`src/hdl/pfde_pkg.sv`:
```
// ----------------------------------------------------------------------------
// pfde_pkg
// shared codes, command and status types of the page framebuffer draw engine
// ----------------------------------------------------------------------------
package pfde_pkg;

    // action codes on the input beat
    localparam logic [2:0] ACT_PIXEL = 3'd0;
    localparam logic [2:0] ACT_LINE  = 3'd1;
    localparam logic [2:0] ACT_CLEAR = 3'd2;
    localparam logic [2:0] ACT_FILL  = 3'd3;
    localparam logic [2:0] ACT_READ  = 3'd4;

    // color codes
    localparam logic [1:0] COLOR_SET = 2'd0;
    localparam logic [1:0] COLOR_CLR = 2'd1;
    localparam logic [1:0] COLOR_XOR = 2'd2;

    localparam logic [7:0] BYTE_ZERO = 8'h00;
    localparam logic [7:0] BYTE_ONES = 8'hFF;

    // classified command kinds
    typedef enum logic [2:0] {
        OP_NOP,
        OP_PIXEL,
        OP_LINE,
        OP_CLEAR,
        OP_FILL,
        OP_READ
    } t_op;

    // control part of a queued command
    typedef struct packed {
        t_op        op;
        logic       ign;
        logic [1:0] color;
        logic [7:0] mask;
    } t_cmd_ctl;

    // back end status toward the front
    typedef struct packed {
        logic init_busy;
    } t_back_stat;

    // back end sequencer states
    typedef enum logic [2:0] {
        ST_INIT,
        ST_IDLE,
        ST_DRAW,
        ST_SWEEP,
        ST_READ
    } t_state;

endpackage

```
`src/hdl/pfde_front.sv`:
```
// ----------------------------------------------------------------------------
// pfde_front
// classifies an input beat: screen tests, clipping, byte span and bit mask
// ----------------------------------------------------------------------------
module pfde_front #(
    parameter int SCREEN_WIDTH  = 128,
    parameter int SCREEN_HEIGHT = 64,
    parameter int STORE_BYTES   = 1024,
    parameter int ADDR_W        = 10
) (
    input  logic [2:0]         i_action,
    input  logic signed [15:0] i_x_start,
    input  logic signed [15:0] i_x_end,
    input  logic signed [15:0] i_y_pos,
    input  logic [1:0]         i_color,
    input  logic [9:0]         i_byte_index,
    output pfde_pkg::t_cmd_ctl o_ctl,
    output logic [ADDR_W-1:0]  o_first,
    output logic [ADDR_W-1:0]  o_last
);

    import pfde_pkg::*;

    localparam logic [15:0] W16    = 16'(SCREEN_WIDTH);
    localparam logic [15:0] WMAX16 = 16'(SCREEN_WIDTH - 1);
    localparam logic [15:0] H16    = 16'(SCREEN_HEIGHT);
    localparam logic [ADDR_W-1:0] LAST_ADDR = ADDR_W'(STORE_BYTES - 1);

    logic                    y_ok;
    logic                    x_ok;
    logic signed [15:0]      xs_clip;
    logic signed [15:0]      xe_clip;
    logic                    span_empty;
    logic [ADDR_W-1:0]       page_base;
    logic                    rd_ok;
    logic                    color_used;

    assign y_ok = !i_y_pos[15] && (16'(i_y_pos) < H16);
    assign x_ok = !i_x_start[15] && (16'(i_x_start) < W16);

    // clip the run to the screen columns
    assign xs_clip = i_x_start[15] ? 16'sd0 : i_x_start;
    assign xe_clip = (!i_x_end[15] && (16'(i_x_end) > WMAX16)) ? $signed(WMAX16) : i_x_end;
    assign span_empty = (xs_clip > xe_clip);

    assign page_base  = ADDR_W'(32'(i_y_pos[15:3]) * 32'(SCREEN_WIDTH));
    assign rd_ok      = (32'(i_byte_index) < 32'(STORE_BYTES));
    assign color_used = (i_color != 2'd3);

    always_comb begin
        o_ctl.op    = OP_NOP;
        o_ctl.ign   = 1'b0;
        o_ctl.color = i_color;
        o_ctl.mask  = 8'(8'd1 << i_y_pos[2:0]);
        o_first     = '0;
        o_last      = '0;
        case (i_action)
            ACT_PIXEL: begin
                o_first = page_base + ADDR_W'(xs_clip);
                o_last  = o_first;
                if (!(x_ok && y_ok)) begin
                    o_ctl.ign = 1'b1;
                end else if (color_used) begin
                    o_ctl.op = OP_PIXEL;
                end
            end
            ACT_LINE: begin
                o_first = page_base + ADDR_W'(xs_clip);
                o_last  = page_base + ADDR_W'(xe_clip);
                if (!y_ok || span_empty) begin
                    o_ctl.ign = 1'b1;
                end else if (color_used) begin
                    o_ctl.op = OP_LINE;
                end
            end
            ACT_CLEAR: begin
                o_ctl.op = OP_CLEAR;
                o_last   = LAST_ADDR;
            end
            ACT_FILL: begin
                o_ctl.op = OP_FILL;
                o_last   = LAST_ADDR;
            end
            ACT_READ: begin
                o_first = ADDR_W'(i_byte_index);
                o_last  = o_first;
                if (rd_ok) begin
                    o_ctl.op = OP_READ;
                end
            end
            default: begin
                o_ctl.op = OP_NOP;
            end
        endcase
    end

endmodule

```
`config.mk`:
```
export PLATFORM = sky130hd
export DESIGN_NAME = pfde_front
export DESIGN_NICKNAME = d
export VERILOG_FILES = /design/src/hdl/pfde_pkg.sv /design/src/hdl/pfde_front.sv
export SDC_FILE = /design/constraint.sdc
export NUM_CORES = 1
export LEC_CHECK = 0
export BUFFER_PORTS_ARGS = -buffer_cell sky130_fd_sc_hd__buf_2
export CAP_MARGIN = 0
export CORE_MARGIN = 3
export CORE_UTILIZATION = 42
export DETAILED_ROUTE_END_ITERATION = 6
export PLACE_DENSITY_LB_ADDON = 0.1
export REMOVE_ABC_BUFFERS = 1
export SLEW_MARGIN = 30
export SYNTH_ARGS = -nofsm -noshare
export SYNTH_HDL_FRONTEND = slang
export SYNTH_SLANG_ARGS = --single-unit
```
`constraint.sdc`:
```
create_clock -name vclk -period 2.78
set_input_delay 0.556 -clock vclk [all_inputs]
set_output_delay 0.556 -clock vclk [all_outputs]
set_load 0.03 [all_outputs]
```
==> results of run 1 <==
-- cell type report --
class,instances,area [um^2]
tap,31,38.8
multi-input combinational,173,1300
timing repair buffer,128,802
fill,231,647
inverter,5,18.8
-- stage by stage --
stage | std cells | util | hold WS [ps] | total power [mW] | instance area [um^2]
floorplan | 178 | - | 1110 | 0.188 | 1190
detailed placement | 330 | 0.676 | 1380 | 0.339 | 1900
global route | 337 | 0.769 | 1390 | 0.422 | 2160
finish | 337 | 0.769 | 1380 | 0.388 | 2160
CTS | 338 | 0.731 | 1380 | 0.365 | 2050
global placement | 330 | 0.676 | 1380 | 0.337 | 1900
-- layer usage --
layer  vias to the layer above  GRT usage  share of wire
li1                        920          -              -
met1                       797      0.293           0.44
met2                        69      0.370           0.48
met3                         0    0.00213          0.074
met4                         0    0.00929              0
met5                         -          0              0
-- worst max-delay path: stages --
cell and delay, ps:
buf_8 100, nor4_4 320, a21oi_4 140, buf_6 150, or2_4 240, ha_4 150, nor2b_1 90, o21ai_1 90
a21boi_2 180, o31ai_4 100, a311oi_2 260, buf_4 200
-- where the power goes --
group | internal (mW) | leakage (nW) | switching, mW
Clock | 0 | 0 | 0
Combinational | 0.176 | 1.10 | 0.211
Sequential | 0 | 0 | 0
Total | 0.176 | 1.10 | 0.211
-- kinds of logic (layout without fill, tap and decap cells) --
kind of cell | after synthesis | in the layout
compound gates | 58 | 58
xor+xnor | 4 | 4
fa+ha+maj | 19 | 19
buf+inv | 17 | 133
simple gates | 92 | 92
-- cell usage in the layout (no fill, tap or decap), drive strengths merged, types with 2 or more instances in the layout --
| cell type | netlist | routed |
|---|---|---|
| xor2 | 2 | 2 |
| fa | 2 | 2 |
| nor3b | 4 | 4 |
| or2 | 2 | 2 |
| a21o | 2 | 2 |
| o21ba | 6 | 6 |
| nor2b | 17 | 17 |
| o22ai | 10 | 10 |
| nand3 | 2 | 2 |
| ha | 17 | 17 |
| o21ai | 4 | 4 |
| inv | 4 | 4 |
| nand4 | 4 | 4 |
| xnor2 | 2 | 2 |
| a21oi | 29 | 29 |
| and2 | 7 | 7 |
| nand2 | 13 | 13 |
| nor3 | 6 | 6 |
| buf | 8 | 128 |
| nor2 | 27 | 27 |
| nor4 | 4 | 4 |
-- how the worst max path moves through the flow --
stage                      startpoint        end  slack (ps)  cells past startpoint
after floorplan           i_x_end[14]  o_ctl[12]        -100                      9
final                     i_x_end[13]  o_ctl[10]        -360                     12
after detailed placement  i_x_end[14]  o_ctl[12]        -420                     11
after CTS                 i_x_end[11]  o_ctl[12]        -330                     11
after global placement    i_x_end[14]  o_ctl[12]        -330                     11
after global routing      i_x_end[13]  o_ctl[10]        -480                     12
-- timing repair --
action                                  CTS  global route
gates resized for setup                  23            28
setup buffers                             8             2
pin swaps                                17            18
endpoints found under the setup margin    4             5
hold buffers                              0             0
endpoints found under the hold margin     0             0
==> run_results.csv, run 1 <==
group,metric,value,unit
route,ant_nets,0,
floorplan,ios,97,
setup_path,worstSetupPathType,"in -> out",
logic_synthesis,ys_types,44,
cells_and_area,diodes,0,
grt,grt_pass1_vias,1443,
route,dr_total_vias,1786,
worst_hold_path,hold_path_class,"in -> out",
floorplan,die_w,60.6,um
logic_synthesis,synth_mux_area_frac,0,
logic_synthesis,synth-compound-area-share,0.308,
route,drc,0,
logic_synthesis,avgSynthCellArea,6.58,um^2
timing,slew_violations,0,
cells_and_area,seq_cells,0,
timing,hold_viol,0,
route,wl_per_cell,12.6,um
cells_and_area,synthToLayoutAreaGrowth,72.7,%
logic_synthesis,synthTopCellsByCount,"28 x a21oi_1, 26 x nor2_1, 17 x ha_1, 17 x nor2b_1, 13 x nand2_1",
timing,fin_crit,3140,ps
setup_path,cp_max_fo,6,
route,vias_per_cell,5.30,
floorplan,start_util,0.446,
logic_synthesis,synthMostInstantiatedCell,"a21oi_1",
floorplan,die_h,60.6,um
run,drv_cap,0,
placement,portBuffers,97,
cells_and_area,ff_latch_area,0,um^2
power_and_ir_drop,vdd_drop_max,0.103,mV
status,outcome,"finished, violations left",
setup_path,endpoint_kind,"output port",
timing,rsz0062_at_grt,"yes",
setup_path,startpoint_type,"input pin",
grt,antenna_found_initial,0,
logic_synthesis,seq_area_frac_synth,0,
cells_and_area,drive_gt1_frac,0.523,
timing,fin_crit_sh,1.13,
setup_path,worstPathRequired,2220,ps
power_and_ir_drop,p_leak,1.10,nW
cells_and_area,nets,390,
route,first_pass_iters,4,
floorplan,core,2810,um^2
logic_synthesis,syn_inst,190,
logic_synthesis,synthesis.area,1250,um^2
logic_synthesis,synth_top_cell_by_area,"ha_1",
logic_synthesis,synthAdderAreaFrac,0.202,
logic_synthesis,synth_xor_area_frac,0.0280,
logic_synthesis,synthTopCellsByArea,"ha_1 17%, a21oi_1 11%, nor2b_1 8.5%",
grt,track_usage,0.207,
timing,relSlewSlack,0.705,
logic_synthesis,yosys.area_share.simple,0.399,
logic_synthesis,ys.warnings.count,0,
logic_synthesis,synth_top_cell_area_share,0.170,
timing,finalSetupViolCount,3,
route,drtIter0Drc,80,
timing,fin_ws,-359,ps
setup_path,arrival,2580,ps
status,violations,"setup timing",
cells_and_area,nClkBuffers,0,
logic_synthesis,synth_top_family_by_area,"simple AND/OR/NAND/NOR gates",
placement,post-place-ws,-425,ps
placement,hpwlAfterDp,3180,um
power_and_ir_drop,p_per_area,180,nW/um^2
timing,tightest_slew,443,ps
worst_hold_path,holdPathStages,2,
floorplan,die_area,3670,um^2
timing,fin_setup_tns,-684,ps
worst_hold_path,worstHoldStart,"i_color[1]",
placement,gp_routability_congestion,0.837,
timing,timing.fmax,319,MHz
worst_hold_path,min_to,"o_ctl[9]",
route,wirelength,4240,um
floorplan,fp-row-count,19,
grt,grt_pass1_wl,6130,um
grt,grt-ovfl-total,0,
grt,grt_start_max_net_pins,28,
No activity file was read; power rests on OpenSTA's default activity.
==> run 2: changes to the inputs <==
CELL_PAD_IN_SITES_DETAIL_PLACEMENT = 2   (was unset)
CELL_PAD_IN_SITES_GLOBAL_PLACEMENT = 2   (was unset)
CORE_UTILIZATION = 19   (was 42)
SLEW_MARGIN = 15   (was 30)
==> run_results.csv, run 2 (synthesis gave the netlist of run 1 again) <==
group,metric,value,unit
timing,fin_crit_sh,1.12,
power_and_ir_drop,p_sw,0.224,mW
floorplan,start_util,0.204,
setup_path,worstPathRequired,2220,ps
grt,grt-ovfl-total,0,
cells_and_area,drive_gt1_frac,0.534,
cells_and_area,nClkBuffers,0,
placement,hpwlAfterDp,4920,um
route,drtIter0Drc,29,
setup_path,startpoint_type,"input pin",
cells_and_area,utilization,0.360,
cells_and_area,post_layout_nonfiller_instances,380,
setup_path,worstSetupPathType,"in -> out",
power_and_ir_drop,swShare,0.564,
timing,hold_viol,0,
cells_and_area,final_common_cell,"buf_2",
floorplan,fp-row-count,28,
grt,grt_start_max_net_pins,22,
route,wirelength,6020,um
grt,antenna_found_initial,0,
placement,gp_routability_congestion,0.721,
route,wl_per_cell,15.8,um
placement,portBuffers,97,
setup_path,cp_slowest_cell,"nor4_4",
timing,fin_ws,-346,ps
cells_and_area,nets,389,
power_and_ir_drop,p_leak,1.08,nW
grt,grt_pass1_wl,10100,um
setup_path,cpMostUsedCell,"buf_4",
worst_hold_path,hold_path_class,"in -> out",
power_and_ir_drop,p_int,0.173,mW
power_and_ir_drop,finalPower,0.397,mW
timing,finalSetupViolCount,2,
cells_and_area,synthToLayoutAreaGrowth,76.4,%
power_and_ir_drop,seq_power_share,0,
grt,track_usage,0.161,
setup_path,path_cells,"buf_8 > nor4_4 > a21oi_4 > nor2_1 > ha_1 > and2_1 > buf_4 > nand4_1 > o31ai_4 > a311oi_2 > buf_4",
route,vias_per_cell,4.83,
cells_and_area,diodes,0,
power_and_ir_drop,p_comb_frac,1.000,
grt,grt_pass1_vias,2056,
floorplan,core,6130,um^2
setup_path,arrival,2570,ps
cells_and_area,final_cell_area,2200,um^2
route,dr_total_vias,1836,
timing,fin_crit,3130,ps
timing,timing.fmax,320,MHz
run,drv_cap,0,
timing,relSlewSlack,0.655,
timing,tightest_slew,517,ps
power_and_ir_drop,vdd_drop_max,0.0608,mV
timing,rsz0062_at_grt,"yes",
status,outcome,"finished, violations left",
floorplan,ios,97,
floorplan,die_area,7590,um^2
floorplan,die_h,87.1,um
route,drc,0,
setup_path,cp_max_fo,7,
power_and_ir_drop,p_clk_frac,0,
timing,slew_violations,0,
floorplan,die_w,87.1,um
power_and_ir_drop,p_per_area,180,nW/um^2
setup_path,slowest_delay,330,ps
cells_and_area,final_cell_mix,"89 x buf_2, 29 x buf_4, 27 x a21oi_1",
placement,dpl-instance-area,1980,um^2
route,first_pass_iters,4,
cells_and_area,ff_latch_area,0,um^2
setup_path,endpoint_kind,"output port",
route,ant_nets,0,
placement,dp_cells,378,
cells_and_area,seq_cells,0,
status,violations,"setup timing",
## run 2: worst paths after layout
check / startpoint / end / slack [ps] / depth (start not counted)
worst max-delay path: i_x_end[11] / o_ctl[10] / -350 / 11
worst min-delay path: i_color[0] / o_ctl[8] / 1380 / 2
## run 2: metal layers
| layer | routed length (um) | global-route usage |
|---|---|---|
| met1 | 2640 | 0.217 |
| met2 | 2980 | 0.289 |
| met3 | 354 | 0.0142 |
| met4 | 42 | 0.00976 |
| met5 | 0 | 0 |
## run 2: stage by stage
stage / setup TNS (ps) / hold WS [ps] / worst slack [ps]
after floorplan: -187 / 1110 / -97.0
after global placement: -1080 / 1380 / -415
after detailed placement: -1360 / 1380 / -503
after CTS: -629 / 1380 / -308
after global routing: -1060 / 1390 / -479
final: -668 / 1380 / -346
## run 2: area by class of cell
cell class                      instances  area [um^2]
Multi-Input combinational cell        173         1320
Tap cell                               75         93.8
Timing Repair Buffer                  127          772
Inverter                                5         21.3
Fill cell                             743         3930
## run 2: what timing repair did
action	CTS	global route
resized for setup	36	15
endpoints found under the hold margin	0	0
pin swaps	14	11
cloned	1	0
buffers inserted	1	0
endpoints found under the setup margin	5	4
hold buffers	0	0
## run 2: critical path: cells and delay by family
kind	cells	cell delay [ps]
compound gates	3	540
fa+ha+maj	1	250
buf+inv	3	440
simple gates	4	790
## run 2: power groups by stage
stage	sequential [mW]	combinational (mW)	clock [mW]
2_1_floorplan	0	0.188	0
3_3_place_gp	0	0.357	0
3_5_place_dp	0	0.363	0
4_1_cts	0	0.392	0
5_1_grt	0	0.443	0
6_report	0	0.397	0
==> run 3: changes to the inputs <==
BUFFER_PORTS_ARGS = -buffer_cell sky130_fd_sc_hd__buf_4   (was -buffer_cell sky130_fd_sc_hd__buf_2)
==> run_results.csv, run 3 (synthesis gave the netlist of run 1 again) <==
group,metric,value,unit
run,drv_cap,0,
cells_and_area,nClkBuffers,0,
floorplan,fp-row-count,28,
route,drc,0,
grt,grt-ovfl-total,0,
route,drtIter0Drc,50,
grt,grt_use_met1,0.206,
route,wl_per_cell,15.8,um
floorplan,start_util,0.204,
floorplan,die_area,7590,um^2
cells_and_area,seq_cells,0,
cts,cts_hold_buf,0,
grt,track_usage,0.151,
timing,tightest_slew,459,ps
setup_path,arrival,2520,ps
worst_hold_path,worstHoldStart,"i_color[0]",
cells_and_area,final_common_cell,"buf_4",
placement,portBuffers,97,
cells_and_area,ff_latch_area,0,um^2
grt,grt_start_max_net_pins,28,
cells_and_area,diodes,0,
setup_path,startpoint_type,"input pin",
timing,holdWs,1340,ps
setup_path,worstPathRequired,2220,ps
cells_and_area,fillerInstances,739,
timing,fin_crit_sh,1.11,
placement,gp_routability_congestion,0.731,
worst_hold_path,hold_path_class,"in -> out",
floorplan,die_h,87.1,um
floorplan,core,6130,um^2
cells_and_area,synthToLayoutAreaGrowth,89.9,%
grt,antenna_found_initial,0,
timing,slew_violations,0,
route,wirelength,5970,um
timing,rsz0062_at_grt,"yes",
timing,fin_setup_tns,-636,ps
power_and_ir_drop,p_leak,1.12,nW
setup_path,critPathLaunch,"i_x_end[14]",
power_and_ir_drop,p_per_area,180,nW/um^2
setup_path,worstSetupPathType,"in -> out",
timing,relSlewSlack,0.694,
route,dr_total_vias,1818,
status,violations,"setup timing",
route,ant_nets,0,
placement,hpwlAfterDp,4920,um
floorplan,die_w,87.1,um
cells_and_area,drive_gt1_frac,0.520,
power_and_ir_drop,vdd_drop_max,0.0865,mV
grt,use_met3,0.0142,
route,first_pass_iters,3,
setup_path,endpoint_kind,"output port",
timing,timing.fmax,325,MHz
cells_and_area,nets,386,
route,vias_per_cell,4.82,
timing,hold_viol,0,
grt,use_met2,0.273,
timing,finalSetupViolCount,3,
floorplan,ios,97,
setup_path,cp_max_fo,7,
status,outcome,"finished, violations left",
grt,grt_pass1_vias,1941,
cells_and_area,final_cell_mix,"117 x buf_4, 27 x a21oi_1, 20 x nor2_1",
grt,grt_pass1_wl,9470,um
timing,fin_ws,-300,ps
grt,top_usage_layer,"met2",
timing,fin_crit,3080,ps
cells_and_area,utilization,0.387,
[run 3: per-layer routing]
| metal | vias to the layer above | routed length (um) | share of wire |
|---|---|---|---|
| met1 | 855 | 2680 | 0.45 |
| li1 | 909 | - | - |
| met3 | 0 | 363 | 0.061 |
| met4 | 0 | 0 | 0 |
| met2 | 54 | 2930 | 0.49 |
| met5 | - | 0 | 0 |
[run 3: final cells by class]
cell class / instances / area (um^2) / area share
well taps: 75 / 93.8 / 0.0395
inverters: 5 / 18.8 / 0.00791
repair buffers: 124 / 961 / 0.405
multi-input cells: 173 / 1300 / 0.548
[run 3: worst paths after layout]
check	endpoint	slack [ps]	cells past startpoint
max	o_ctl[10]	-300	11
min	o_ctl[8]	1340	2
[run 3: through the flow]
step	cell area [um^2]	power, mW	std cells	worst slack [ps]
CTS	2290	0.418	376	-314
floorplan	1190	0.188	178	-97.0
global route	2370	0.471	377	-413
global placement	2190	0.395	374	-387
detailed placement	2190	0.401	374	-461
finish	2370	0.427	377	-300
[run 3: report_power, final]
part / leakage (nW) / switching (mW) / total (mW) / internal (mW)
Clock: 0 / 0 / 0 / 0
Sequential: 0 / 0 / 0 / 0
Combinational: 1.12 / 0.221 / 0.427 / 0.205
[run 3: worst max-delay path, cell delays in order]
cell	delay, ps
buf_6	100
nor4_4	340
a21oi_4	180
nor2_4	150
ha_4	210
a41o_1	220
a21oi_2	120
nor3_2	70
o31ai_4	250
a311oi_2	130
buf_4	190
[run 3: what timing repair did]
| action | in CTS | in global routing |
|---|---|---|
| buffers inserted | 2 | 1 |
| pin swaps | 8 | 11 |
| gates cloned | 0 | 0 |
| resized for setup | 15 | 19 |
| setup endpoints to repair | 3 | 4 |
