`config.mk`:
```
export PLATFORM = sky130hd
export DESIGN_NAME = pfde_fifo
export DESIGN_NICKNAME = d
export VERILOG_FILES = /design/src/hdl/pfde_fifo.sv
export SDC_FILE = /design/constraint.sdc
export NUM_CORES = 1
export LEC_CHECK = 0
export BUFFER_PORTS_ARGS = -buffer_cell sky130_fd_sc_hd__buf_2
export CAP_MARGIN = 20
export CORE_MARGIN = 5
export CORE_UTILIZATION = 33
export DETAILED_ROUTE_END_ITERATION = 8
export PLACE_DENSITY = 0.51
export SYNTH_ARGS = -nofsm -noshare
export SYNTH_HDL_FRONTEND = slang
export SYNTH_SLANG_ARGS = --single-unit
```
`constraint.sdc`:
```
create_clock -name i_clk -period 1.7 [get_ports i_clk]
set_input_delay 0.51 -clock i_clk [delete_from_list [all_inputs] [get_ports i_clk]]
set_output_delay 0.51 -clock i_clk [all_outputs]
set_load 0.01 [all_outputs]
```
`src/hdl/pfde_fifo.sv`:
```
// ----------------------------------------------------------------------------
// pfde_fifo
// small register queue with push/full and pop/empty sides
// ----------------------------------------------------------------------------
module pfde_fifo #(
    parameter int WIDTH = 8,
    parameter int DEPTH = 2
) (
    input  logic             i_clk,
    input  logic             i_rst_n,
    input  logic             i_push,
    input  logic [WIDTH-1:0] i_wdata,
    output logic             o_full,
    input  logic             i_pop,
    output logic [WIDTH-1:0] o_rdata,
    output logic             o_empty
);

    localparam int PTR_W = (DEPTH > 1) ? $clog2(DEPTH) : 1;
    localparam int CNT_W = $clog2(DEPTH + 1);
    localparam logic [PTR_W-1:0] PTR_LAST = PTR_W'(DEPTH - 1);
    localparam logic [CNT_W-1:0] CNT_FULL = CNT_W'(DEPTH);

    logic [WIDTH-1:0] r_data [DEPTH];
    logic [PTR_W-1:0] r_wptr;
    logic [PTR_W-1:0] r_rptr;
    logic [CNT_W-1:0] r_count;
    logic             do_push;
    logic             do_pop;

    assign o_full  = (r_count == CNT_FULL);
    assign o_empty = (r_count == '0);
    assign do_push = i_push && !o_full;
    assign do_pop  = i_pop && !o_empty;
    assign o_rdata = r_data[r_rptr];

    always_ff @(posedge i_clk) begin
        if (!i_rst_n) begin
            r_wptr  <= '0;
            r_rptr  <= '0;
            r_count <= '0;
        end else begin
            if (do_push) begin
                r_wptr <= (r_wptr == PTR_LAST) ? '0 : r_wptr + 1'b1;
            end
            if (do_pop) begin
                r_rptr <= (r_rptr == PTR_LAST) ? '0 : r_rptr + 1'b1;
            end
            if (do_push && !do_pop) begin
                r_count <= r_count + 1'b1;
            end else if (do_pop && !do_push) begin
                r_count <= r_count - 1'b1;
            end
        end
    end

    always_ff @(posedge i_clk) begin
        if (do_push) begin
            r_data[r_wptr] <= i_wdata;
        end
    end

endmodule

```
==> results of run 1 <==
## power groups by stage
stage / clock network [mW] / logic [mW] / registers (mW)
final: 0.228 / 0.610 / 0.705
after global routing: 0.260 / 0.662 / 0.717
after CTS: 0.238 / 0.622 / 0.704
after detailed placement: 0 / 0.476 / 0.710
after global placement: 0 / 0.480 / 0.708
after floorplan: 0 / 0.325 / 0.700
## cell usage in the layout, fill, tap and decap left out, types with 2 or more instances in the layout
cell	n
sky130_fd_sc_hd__dfxtp_1	3
sky130_fd_sc_hd__dfxtp_2	2
sky130_fd_sc_hd__xnor2_1	2
sky130_fd_sc_hd__buf_6	8
sky130_fd_sc_hd__buf_2	13
sky130_fd_sc_hd__clkbuf_4	3
sky130_fd_sc_hd__nor2_1	2
sky130_fd_sc_hd__and2_1	3
sky130_fd_sc_hd__mux2_4	8
sky130_fd_sc_hd__edfxtp_1	16
## critical path, stage by stage, from the launching register on
cell                      delay (ps)
sky130_fd_sc_hd__dfxtp_2         350
sky130_fd_sc_hd__buf_8           140
sky130_fd_sc_hd__mux2_4          310
sky130_fd_sc_hd__buf_6           120
## flip-flops by register name, indices dropped and copies added, names as in the netlist, named ones only
register,count
r_count,2
r_rptr,1
r_data,16
r_wptr,1
## worst max-delay path by stage
stage	startpoint	end	slack, ps	cells past startpoint
final	flip-flop	o_rdata[7]	-20	3
after global routing	flip-flop	o_rdata[7]	-80	3
after CTS	flip-flop	o_rdata[7]	-50	3
after detailed placement	i_push	r_count[1]$_SDFFE_PN0P_	100	6
after global placement	i_push	r_count[1]$_SDFFE_PN0P_	120	6
after floorplan	r_count[0]$_SDFFE_PN0P_	r_count[1]$_SDFFE_PN0P_	230	6
## cells by family after synthesis
logic type	count (synthesis)
DFF	21
AOI/OAI and AO/OA	5
muxes	8
xor gates and xnor gates	3
adders and majority gates	1
buffers and inverters	3
and+or+nand+nor	9
## layer usage
metal	routed length [um]	track usage, %	vias to the layer above
met3	98	3.27	0
met5	0	0	-
met1	476	7.11	201
li1	-	-	236
met2	633	12.9	12
met4	0	3.80	0
## area by class of cell
class                   instances  area, um^2
inverters                       2        7.51
repair buffers                 23         178
clock inverters                 1        5.00
clock buffers                   3        22.5
flip-flops and latches         21         583
multi-input cells              26         246
fillers                       235        1330
well taps                      30        37.5
## metrics by stage
| step | hold slack, ps | total power, mW | TNS [ps] | cells | utilization [%] |
|---|---|---|---|---|---|
| 3_5_place_dp | 505 | 1.19 | 0 | 102 | 39.9 |
| 3_3_place_gp | 505 | 1.19 | 0 | 102 | 39.9 |
| 6_report | 398 | 1.54 | -116 | 106 | 44.8 |
| 2_1_floorplan | 483 | 1.02 | 0 | 50 | - |
| 4_1_cts | 385 | 1.56 | -323 | 106 | 44.8 |
| 5_1_grt | 375 | 1.64 | -556 | 106 | 44.8 |
## timing repair
| action | 4_1_cts | 5_1_grt |
|---|---|---|
| endpoints found under the hold margin | 0 | 0 |
| resized for setup | 19 | 1 |
| hold buffers | 0 | 0 |
| setup endpoints to repair | 8 | 9 |
==> impl_table.tex, run 1 <==
\begin{tabular}{lr}
\hline
Metric & Value \\
\hline
\multicolumn{2}{l}{\textbf{Outcome}} \\
Status & finished with violations \\
Failing checks & setup timing \\
\multicolumn{2}{l}{\textbf{Route}} \\
Detailed-routing iteration count for the pre-antenna-repair pass & 3 \\
Number of vias per cell after detailed routing & 4.24 \\
DRT antenna net count & 0 \\
Routed length per instance & 11.4 um \\
Number of vias after detailed routing & 449 \\
Drt drc & 0 \\
Total length of routed wires & 1.21 mm \\
Initial DRC Count & 3 \\
\multicolumn{2}{l}{\textbf{STA}} \\
Least setup slack across all paths after layout & -22.2 ps \\
Final Hold Fails & 0 \\
Final critical delay including setup and external delays & 1720 ps \\
RSZ-0062 raised after global routing & yes \\
Maximum frequency from static timing analysis & 0.581 GHz \\
Ratio of final minimum period to clock period & 101\% \\
Headroom to the max-slew limit & 74.4\% \\
Slew Viols, Final & 0 \\
\# setup viols final & 8 \\
Tightest Pin Transition & 384 ps \\
Layout Skew & 2.85 ps \\
\multicolumn{2}{l}{\textbf{Clock tree}} \\
H-tree lvl count & 1 \\
Number of sinks driven by the clock tree & 21 \\
Clock edge transition at the registers on the reported setup and hold paths & 110 ps \\
Maximum buffer depth of the clock tree & 2 \\
Latest clock arrival within the worst-skew pair & 290 ps \\
Buffers inserted by post-CTS timing repair & 0 \\
CTS tree & built \\
Root buffer cell & sky130\_fd\_sc\_hd\_\_clkbuf\_4 \\
Num CTS Buffers & 3 \\
\multicolumn{2}{l}{\textbf{Die}} \\
Starting density of the core & 33.6\% \\
Standard-cell rows & 18 \\
Full die area & 3540 um\^{}2 \\
I/O pin count & 22 \\
Die Ht & 59.5 um \\
Die outline width & 59.5 um \\
Core box area & 2410 um\^{}2 \\
\multicolumn{2}{l}{\textbf{Global routing}} \\
Vias in the first global route & 446 \\
Gr usage total & 7.33\% \\
Pin count of the biggest net entering global routing & 13 \\
Antenna violations before repair & 0 \\
First-pass GRT wire length & 1.83 mm \\
Grt total ovfl & 0 \\
\multicolumn{2}{l}{\textbf{Yosys}} \\
Average cell area after synthesis & 16.2 um\^{}2 \\
Yosys top cell by area & sky130\_fd\_sc\_hd\_\_edfxtp\_1 \\
Sequential share of the synthesized area & 71.7\% \\
Cell count after synthesis & 50 \\
Net Count, Synth & 63 \\
Basic-gate share of the synthesized area counting and, or, nand and nor cells & 6.80\% \\
Dominant combinational cell family by area after synthesis & multiplexers \\
Area share of the leading cell type in the synthesized netlist & 59.4\% \\
Yosys cell types & 20 \\
Flops \& latches, synth & 21 \\
Share of synthesized registers carrying an async set or reset & 0\% \\
Mapped Area & 810 um\^{}2 \\
Largest cells by area after synthesis & sky130\_fd\_sc\_hd\_\_edfxtp\_1 59\%, sky130\_fd\_sc\_hd\_\_dfxtp\_1 12\%, sky130\_fd\_sc\_hd\_\_mux2\_2 11\%, sky130\_fd\_sc\_hd\_\_and2\_1 2.3\%, sky130\_fd\_sc\_hd\_\_xnor2\_1 2.2\% \\
Fraction of the mapped netlist area in compound gates & 4.02\% \\
Count of flip-flops with a built-in enable after synthesis & 16 \\
Multiplexer area fraction after synthesis & 11.1\% \\
Top-count cell post-synth & sky130\_fd\_sc\_hd\_\_edfxtp\_1 \\
Adder-cell share of the synthesized area & 1.55\% \\
Post-synthesis share of cell area spent on xor and xnor gates & 3.25\% \\
Cell types with the highest counts after synthesis & 16 x sky130\_fd\_sc\_hd\_\_edfxtp\_1, 8 x sky130\_fd\_sc\_hd\_\_mux2\_2, 5 x sky130\_fd\_sc\_hd\_\_dfxtp\_1 \\
Most common flop cell mapped by yosys & sky130\_fd\_sc\_hd\_\_edfxtp\_1 \\
Synthesis warning total & 0 \\
\multicolumn{2}{l}{\textbf{Power}} \\
Internal Dissipation & 1.10 mW \\
Clk network pwr share & 14.8\% \\
Max rail drop VDD & 678 uV \\
Leak & 0.440 nW \\
Net Sw Frac & 28.5\% \\
Sw Pwr & 0.440 mW \\
Sequential group share of total power & 45.7\% \\
Power density relative to cell area & 1430 nW/um\^{}2 \\
Proportion of power drawn by combinational gates & 39.5\% \\
\multicolumn{2}{l}{\textbf{Setup path}} \\
Critical path required time & 1190 ps \\
Worst reg-to-reg setup slack & 180 ps \\
Maximum fanout along the worst path & 8 \\
Worst-case reg-to-reg path depth & 6 \\
Worst Setup Start Kind & flip-flop \\
Data arrival time of the worst path & 1210 ps \\
Kind of critical path & flip-flop to output port \\
Endpoint type of the worst setup path & output port \\
R2R Path End & r\_count[1]\$\_SDFFE\_PN0P\_ \\
RR Startpoint & r\_count[0]\$\_SDFFE\_PN0P\_ \\
\multicolumn{2}{l}{\textbf{Placement}} \\
Number of input and output port buffers inserted & 21 \\
DPL Wire Length & 876 um \\
Total placed instance area & 962 um\^{}2 \\
Place WS & 97.0 ps \\
Final RePlAce weighted congestion & 0.672 \\
\multicolumn{2}{l}{\textbf{Layout}} \\
Diodes inserted & 0 \\
Area Growth Syn to Fin & 33.4\% \\
Final standard cell area without fillers & 1080 um\^{}2 \\
Nets@finish & 90 \\
Proportion of layout cells with a drive suffix above 1 & 51.3\% \\
\multicolumn{2}{l}{\textbf{Hold path}} \\
Classification of the worst-slack hold path & primary input to flip-flop \\
Min-Delay Path Depth & 1 \\
Source of the worst hold timing path & i\_wdata[1] \\
Terminating pin of the worst hold path & r\_data[0][1]\$\_DFFE\_PP\_ \\
\multicolumn{2}{l}{\textbf{Job}} \\
Maximum capacitance violations & 0 \\
\hline
\end{tabular}
(Power assumes the default switching activity.)
==> run 2, diff against run 1 <==
==> constraint.sdc (replaced) <==
create_clock -name i_clk -period 1.7 [get_ports i_clk]
set_input_delay 0.17 -clock i_clk [delete_from_list [all_inputs] [get_ports i_clk]]
set_output_delay 0.17 -clock i_clk [all_outputs]
set_load 0.01 [all_outputs]
==> run 2 against run 1 <==
  * The run now ends clean
  * Worst hold slack lost 330 ps
  * Critical path depth grew 3
  * Setup slack gained 150 ps
  * Sequential share of layout area grew 4.7 points
  * Register-to-register slack lost 50 ps
  * Core utilization shrank 3.8 points
  * Clock power is essentially flat
  * Fmax grew 9.6%
  * Largest power group unchanged
  * Global-route usage grew 0.68 points
  * Via count grew 1.3%
  * Sequential power grew 2%
  * Highest routed layer unchanged
==> impl_table.tex, run 2 (synthesis results as in run 1) <==
\begin{tabular}{lr}
\hline
Metric & Value \\
\hline
\multicolumn{2}{l}{\textbf{Setup path}} \\
Endpoint type of the worst setup path & flip-flop \\
Worst Setup Start Kind & flip-flop \\
Kind of critical path & flip-flop to flip-flop \\
RR Startpoint & r\_count[0]\$\_SDFFE\_PN0P\_ \\
Maximum fanout along the worst path & 5 (-3) \\
Data arrival time of the worst path & 1800 ps (+590 ps) \\
Source of the critical timing path & r\_count[0]\$\_SDFFE\_PN0P\_ \\
Critical path required time & 1930 ps (+740 ps) \\
\multicolumn{2}{l}{\textbf{STA}} \\
Headroom to the max-slew limit & 71.9\% (-2.5 points) \\
Final critical delay including setup and external delays & 1570 ps (-151 ps) \\
Final Hold Fails & 0 (unchanged) \\
Setup total negative slack & 0 ps (+116 ps) \\
\# setup viols final & 0 (-8) \\
Tightest Pin Transition & 421 ps (+36.8 ps) \\
Maximum frequency from static timing analysis & 0.636 GHz (+9.6\%) \\
Slew Viols, Final & 0 (unchanged) \\
Ratio of final minimum period to clock period & 92.4\% (-8.9 points) \\
Layout Skew & 1.87 ps (-0.984 ps) \\
RSZ-0062 raised after global routing & no \\
\multicolumn{2}{l}{\textbf{Route}} \\
DRT antenna net count & 0 (unchanged) \\
Number of vias after detailed routing & 455 (+1.3\%) \\
Routed length per instance & 12.0 um (+5.5\%) \\
Drt drc & 0 (unchanged) \\
Initial DRC Count & 3 (unchanged) \\
Total length of routed wires & 1.28 mm (+5.5\%) \\
Number of vias per cell after detailed routing & 4.29 (+1.3\%) \\
Detailed-routing iteration count for the pre-antenna-repair pass & 2 (-1) \\
\multicolumn{2}{l}{\textbf{Die}} \\
Die Ht & 59.5 um (unchanged) \\
Full die area & 3540 um\^{}2 (unchanged) \\
Core box area & 2410 um\^{}2 (unchanged) \\
Die outline width & 59.5 um (unchanged) \\
I/O pin count & 22 (unchanged) \\
Starting density of the core & 33.6\% (unchanged) \\
Standard-cell rows & 18 (unchanged) \\
\multicolumn{2}{l}{\textbf{Placement}} \\
Final RePlAce weighted congestion & 0.665 (-1.1\%) \\
Total placed instance area & 962 um\^{}2 (unchanged) \\
Number of input and output port buffers inserted & 21 (unchanged) \\
DPL Wire Length & 959 um (+9.4\%) \\
\multicolumn{2}{l}{\textbf{Layout}} \\
Nets@finish & 90 (unchanged) \\
Number of flip-flops under the largest register name & 16 (unchanged) \\
Most common cell after layout, fill and taps aside & sky130\_fd\_sc\_hd\_\_buf\_2 \\
Final standard cell area without fillers & 988 um\^{}2 (-8.5\%) \\
Area Growth Syn to Fin & 22.1\% \\
Most frequent cells in the layout & 21 x sky130\_fd\_sc\_hd\_\_buf\_2, 16 x sky130\_fd\_sc\_hd\_\_edfxtp\_1, 8 x sky130\_fd\_sc\_hd\_\_mux2\_2 \\
Fill cell count & 239 (+1.7\%) \\
Diodes inserted & 0 (unchanged) \\
Proportion of layout cells with a drive suffix above 1 & 47.4\% (-3.9 points) \\
Largest registers & r\_data x16, r\_count x2 \\
Top register by number of flip-flops & r\_data \\
\multicolumn{2}{l}{\textbf{Clock tree}} \\
H-tree lvl count & 1 (unchanged) \\
Gates resized, CTS repair & 0 (-19) \\
Maximum buffer depth of the clock tree & 2 (unchanged) \\
Clock edge transition at the registers on the reported setup and hold paths & 110 ps (about the same) \\
Hold Buf Count CTS & 0 (unchanged) \\
Latest clock arrival within the worst-skew pair & 290 ps (about the same) \\
Number of sinks driven by the clock tree & 21 (unchanged) \\
CTS tree & built \\
Num CTS Buffers & 3 (unchanged) \\
Root buffer cell & sky130\_fd\_sc\_hd\_\_clkbuf\_4 \\
Buffers inserted by post-CTS timing repair & 0 (unchanged) \\
\multicolumn{2}{l}{\textbf{Power}} \\
Max rail drop VDD & 744 uV (+9.7\%) \\
Proportion of power drawn by combinational gates & 31.8\% (-7.7 points) \\
Internal Dissipation & 0.983 mW (-11\%) \\
Clk network pwr share & 16.2\% (+1.4 points) \\
Sw Pwr & 0.405 mW (-8.0\%) \\
Net Sw Frac & 29.2\% (+0.68 points) \\
Leak & 0.389 nW (-12\%) \\
Power density relative to cell area & 1400 nW/um\^{}2 (-1.8\%) \\
Sequential group share of total power & 51.9\% (+6.2 points) \\
\multicolumn{2}{l}{\textbf{Hold path}} \\
Source of the worst hold timing path & i\_wdata[6] \\
Classification of the worst-slack hold path & primary input to flip-flop \\
\multicolumn{2}{l}{\textbf{Global routing}} \\
Grt total ovfl & 0 (unchanged) \\
Vias in the first global route & 485 (+8.7\%) \\
First-pass GRT wire length & 2.08 mm (+14\%) \\
Gr usage total & 8.01\% (+0.68 points) \\
Antenna violations before repair & 0 (unchanged) \\
Pin count of the biggest net entering global routing & 12 (-1) \\
\multicolumn{2}{l}{\textbf{Job}} \\
Maximum capacitance violations & 0 (unchanged) \\
\multicolumn{2}{l}{\textbf{Outcome}} \\
Status & completed \\
\hline
\end{tabular}
==> run 2: cell count changes in the layout (fill, tap and decap cells not counted) <==
cell                       change
sky130_fd_sc_hd__buf_6         -8
sky130_fd_sc_hd__mux2_4        -8
sky130_fd_sc_hd__mux2_2        +8
sky130_fd_sc_hd__clkinv_2      -1
sky130_fd_sc_hd__dfxtp_1       +2
sky130_fd_sc_hd__dfxtp_2       -2
sky130_fd_sc_hd__buf_8         -1
sky130_fd_sc_hd__clkbuf_1      +1
sky130_fd_sc_hd__buf_4         +1
sky130_fd_sc_hd__buf_2         +8
==> run 2: critical path: stages (launching register included) <==
cell and delay, ps:
sky130_fd_sc_hd__dfxtp_1 420, sky130_fd_sc_hd__nand2b_1 180, sky130_fd_sc_hd__inv_2 60, sky130_fd_sc_hd__nor2_1 90
sky130_fd_sc_hd__ha_1 260, sky130_fd_sc_hd__or3_1 350, sky130_fd_sc_hd__a21boi_1 140
==> run 2: cell type report <==
cell class	count	area, um^2	share of cell area, %
clock buffers	4	26.3	2.66
inverters	2	7.51	0.759
multi-input cells	26	216	21.9
flip-flops and latches	21	581	58.7
well taps	30	37.5	3.80
repair buffers	23	120	12.2
==> run 2: per-layer routing <==
metal	global-route usage, %	wire [um]
met5	0	0
met3	2.40	93
met2	13.1	662
met1	9.56	519
met4	3.80	0
==> run 2: power groups by stage <==
stage	clock, mW	combinational, mW	sequential (mW)
CTS	0.240	0.453	0.724
detailed placement	0	0.450	0.736
floorplan	0	0.325	0.700
finish	0.225	0.442	0.721
global placement	0	0.447	0.735
global route	0.263	0.495	0.734
==> run 2: metrics by stage <==
step	power, mW	hold WS (ps)	util, %	instances	setup slack, ps
finish	1.39	63.3	41.0	106	129
global route	1.49	37.5	41.0	106	8.69
CTS	1.42	50.3	41.0	106	116
detailed placement	1.19	363	39.9	102	141
global placement	1.18	359	39.9	102	205
floorplan	1.02	269	-	50	229
==> run 2: final timing paths <==
path / to / slack [ps] / cells past startpoint
worst max-delay path: r_count[1]$_SDFFE_PN0P_ / 130 / 6
worst min-delay path: r_data[0][6]$_DFFE_PP_ / 60 / 1
worst max register to register: r_count[1]$_SDFFE_PN0P_ / 130 / 6
worst min register to register: r_count[1]$_SDFFE_PN0P_ / 530 / 2
==> run 3, diff against run 2 <==
--- a/config.mk
+++ b/config.mk
@@ -7,10 +7,12 @@
 export LEC_CHECK = 0
 export BUFFER_PORTS_ARGS = -buffer_cell sky130_fd_sc_hd__buf_2
 export CAP_MARGIN = 20
+export CORE_ASPECT_RATIO = 0.9
 export CORE_MARGIN = 5
 export CORE_UTILIZATION = 33
 export DETAILED_ROUTE_END_ITERATION = 8
 export PLACE_DENSITY = 0.51
+export SLEW_MARGIN = 0
 export SYNTH_ARGS = -nofsm -noshare
 export SYNTH_HDL_FRONTEND = slang
 export SYNTH_SLANG_ARGS = --single-unit
==> run 3 against run 2 <==
  * Combinational power fell by 2%
  * First-iteration DRC count fell by 33%
  * Count of clock-buffer cells in the layout did not move
  * Power fell by 0.55%
  * Largest power group unchanged
  * Highest routed layer is now met4
==> impl_table.tex, run 3 (synthesis results as in run 1) <==
\begin{tabular}{lr}
\hline
Metric & Value \\
\hline
\multicolumn{2}{l}{\textbf{Outcome}} \\
Status & completed \\
\multicolumn{2}{l}{\textbf{Clock tree}} \\
Maximum buffer depth of the clock tree & 2 (unchanged) \\
Clock edge transition at the registers on the reported setup and hold paths & 100 ps (about the same) \\
Gates resized, CTS repair & 0 (unchanged) \\
H-tree lvl count & 1 (unchanged) \\
Num CTS Buffers & 3 (unchanged) \\
Hold Buf Count CTS & 0 (unchanged) \\
CTS tree & built \\
Root buffer cell & sky130\_fd\_sc\_hd\_\_clkbuf\_4 \\
Buffers inserted by post-CTS timing repair & 0 (unchanged) \\
Number of sinks driven by the clock tree & 21 (unchanged) \\
Latest clock arrival within the worst-skew pair & 290 ps (about the same) \\
\multicolumn{2}{l}{\textbf{Power}} \\
Leak & 0.384 nW (-1.2\%) \\
Max rail drop VDD & 641 uV (-14\%) \\
Power density relative to cell area & 1410 nW/um\^{}2 (+0.34\%) \\
\multicolumn{2}{l}{\textbf{Layout}} \\
Most frequent cells in the layout & 21 x sky130\_fd\_sc\_hd\_\_buf\_2, 16 x sky130\_fd\_sc\_hd\_\_edfxtp\_1, 8 x sky130\_fd\_sc\_hd\_\_mux2\_2 \\
Largest registers & r\_data x16, r\_count x2 \\
Post-layout util & 40.8\% (-0.26 points) \\
Area Growth Syn to Fin & 21.0\% \\
Proportion of layout cells with a drive suffix above 1 & 48.0\% (+0.63 points) \\
Diodes inserted & 0 (unchanged) \\
Number of flip-flops under the largest register name & 16 (unchanged) \\
Fill cell count & 243 (+1.7\%) \\
Register area & 582 um\^{}2 (+0.22\%) \\
Final standard cell area without fillers & 980 um\^{}2 (-0.89\%) \\
Most common cell after layout, fill and taps aside & sky130\_fd\_sc\_hd\_\_buf\_2 \\
Nets@finish & 89 (-1.1\%) \\
Top register by number of flip-flops & r\_data \\
Multi-input gate area in the final layout & 216 um\^{}2 (unchanged) \\
\multicolumn{2}{l}{\textbf{Die}} \\
I/O pin count & 22 (unchanged) \\
Die Ht & 57.0 um (-4.3\%) \\
Starting density of the core & 33.7\% (+0.087 points) \\
Core box area & 2400 um\^{}2 (-0.26\%) \\
Standard-cell rows & 17 (-1) \\
Full die area & 3550 um\^{}2 (about the same) \\
Die outline width & 62.2 um (+4.5\%) \\
\multicolumn{2}{l}{\textbf{Setup path}} \\
Kind of critical path & flip-flop to output port \\
Critical path required time & 1530 ps (-400 ps) \\
Logic depth of the worst setup path including buffers & 2 (-4) \\
CP cell instances & mux2\_2, buf\_2 \\
Dominant delay contributor by cell family on the critical path & flip-flops \\
Worst Setup Start Kind & flip-flop \\
Data arrival time of the worst path & 1360 ps (-440 ps) \\
Maximum fanout along the worst path & 8 (+3) \\
CP max-delay cell & sky130\_fd\_sc\_hd\_\_dfxtp\_1 \\
Endpoint type of the worst setup path & output port \\
Worst-case reg-to-reg path depth & 6 (unchanged) \\
Crit path buffers/inverters & 1 (unchanged) \\
Critical Path Max Stage Delay & 550 ps (+130 ps) \\
\multicolumn{2}{l}{\textbf{STA}} \\
Maximum frequency from static timing analysis & 0.651 GHz (+2.4\%) \\
Hold slack & 65.3 ps (+2.02 ps) \\
Setup total negative slack & 0 ps (unchanged) \\
Ratio of final minimum period to clock period & 90.3\% (-2.1 points) \\
Final critical delay including setup and external delays & 1530 ps (-36.5 ps) \\
Final Hold Fails & 0 (unchanged) \\
Tightest Pin Transition & 387 ps (-33.6 ps) \\
Least setup slack across all paths after layout & 165 ps (+36.5 ps) \\
Layout Skew & 0.498 ps (-1.37 ps) \\
Slew Viols, Final & 0 (unchanged) \\
RSZ-0062 raised after global routing & no \\
Headroom to the max-slew limit & 74.2\% (+2.2 points) \\
\# setup viols final & 0 (unchanged) \\
\multicolumn{2}{l}{\textbf{Global routing}} \\
Met2 routing resource usage after global routing & 13.6\% (+0.50 points) \\
Global Route met1 Usage & 8.96\% (-0.61 points) \\
Gr usage total & 8.31\% (+0.30 points) \\
Antenna violations before repair & 0 (unchanged) \\
First-pass GRT wire length & 2.26 mm (+9.0\%) \\
Most Crowded Layer GR & met2 \\
Met3 Resource Use GR & 4.92\% (+2.5 points) \\
Vias in the first global route & 488 (+0.62\%) \\
Grt total ovfl & 0 (unchanged) \\
Pin count of the biggest net entering global routing & 12 (unchanged) \\
\multicolumn{2}{l}{\textbf{Placement}} \\
DPL Wire Length & 958 um (about the same) \\
Total placed instance area & 952 um\^{}2 (-1.0\%) \\
Final RePlAce weighted congestion & 0.697 (+4.9\%) \\
Place WS & 132 ps (-8.90 ps) \\
Number of input and output port buffers inserted & 21 (unchanged) \\
\multicolumn{2}{l}{\textbf{Route}} \\
Number of vias per cell after detailed routing & 4.53 (+5.6\%) \\
Initial DRC Count & 2 (-1) \\
Total length of routed wires & 1.28 mm (about the same) \\
Detailed-routing iteration count for the pre-antenna-repair pass & 2 (unchanged) \\
Routed length per instance & 12.4 um (+3.0\%) \\
DRT antenna net count & 0 (unchanged) \\
Number of vias after detailed routing & 467 (+2.6\%) \\
Drt drc & 0 (unchanged) \\
\multicolumn{2}{l}{\textbf{Hold path}} \\
Min-Delay Path Depth & 1 (unchanged) \\
Classification of the worst-slack hold path & primary input to flip-flop \\
\multicolumn{2}{l}{\textbf{Job}} \\
Maximum capacitance violations & 0 (unchanged) \\
\hline
\end{tabular}
==> run 3: cell types whose count changed in the layout (fill, tap and decap cells not counted) <==
cell                      change
sky130_fd_sc_hd__buf_4        -1
sky130_fd_sc_hd__dfxtp_1      -1
sky130_fd_sc_hd__dfxtp_2      +1
==> run 3: worst paths after layout <==
kind	slack [ps]	start	end
min reg2reg	520	r_count[1]$_SDFFE_PN0P_	r_count[1]$_SDFFE_PN0P_
min	70	i_wdata[5]	r_data[0][5]$_DFFE_PP_
max	170	flip-flop	o_rdata[5]
max reg2reg	190	r_count[0]$_SDFFE_PN0P_	r_count[1]$_SDFFE_PN0P_
==> run 3: where the power goes <==
| part | internal (mW) | switching, mW |
|---|---|---|
| Sequential | 0.657 | 0.0658 |
| Clock | 0.0911 | 0.132 |
| Combinational | 0.230 | 0.205 |
| Total | 0.978 | 0.402 |
==> run 3: through the flow <==
| stage | instances | total power [mW] |
|---|---|---|
| 3_3_place_gp | 99 | 1.17 |
| 4_1_cts | 103 | 1.41 |
| 3_5_place_dp | 99 | 1.18 |
| 6_report | 103 | 1.38 |
| 2_1_floorplan | 50 | 1.02 |
| 5_1_grt | 103 | 1.50 |
==> run 3: area by class of cell <==
class | count | area share (%)
multi-input combinational | 26 | 22.1
inverter | 2 | 0.766
clock buffer | 4 | 2.68
timing repair buffer | 22 | 11.5
tap | 28 | 3.58
sequential | 21 | 59.4
==> run 3: metal layers <==
| metal | part of all wire, % | vias to the layer above |
|---|---|---|
| li1 | - | 234 |
| met1 | 43 | 219 |
| met2 | 47 | 12 |
| met3 | 8.5 | 2 |
| met4 | 0.94 | 0 |
| met5 | 0 | - |
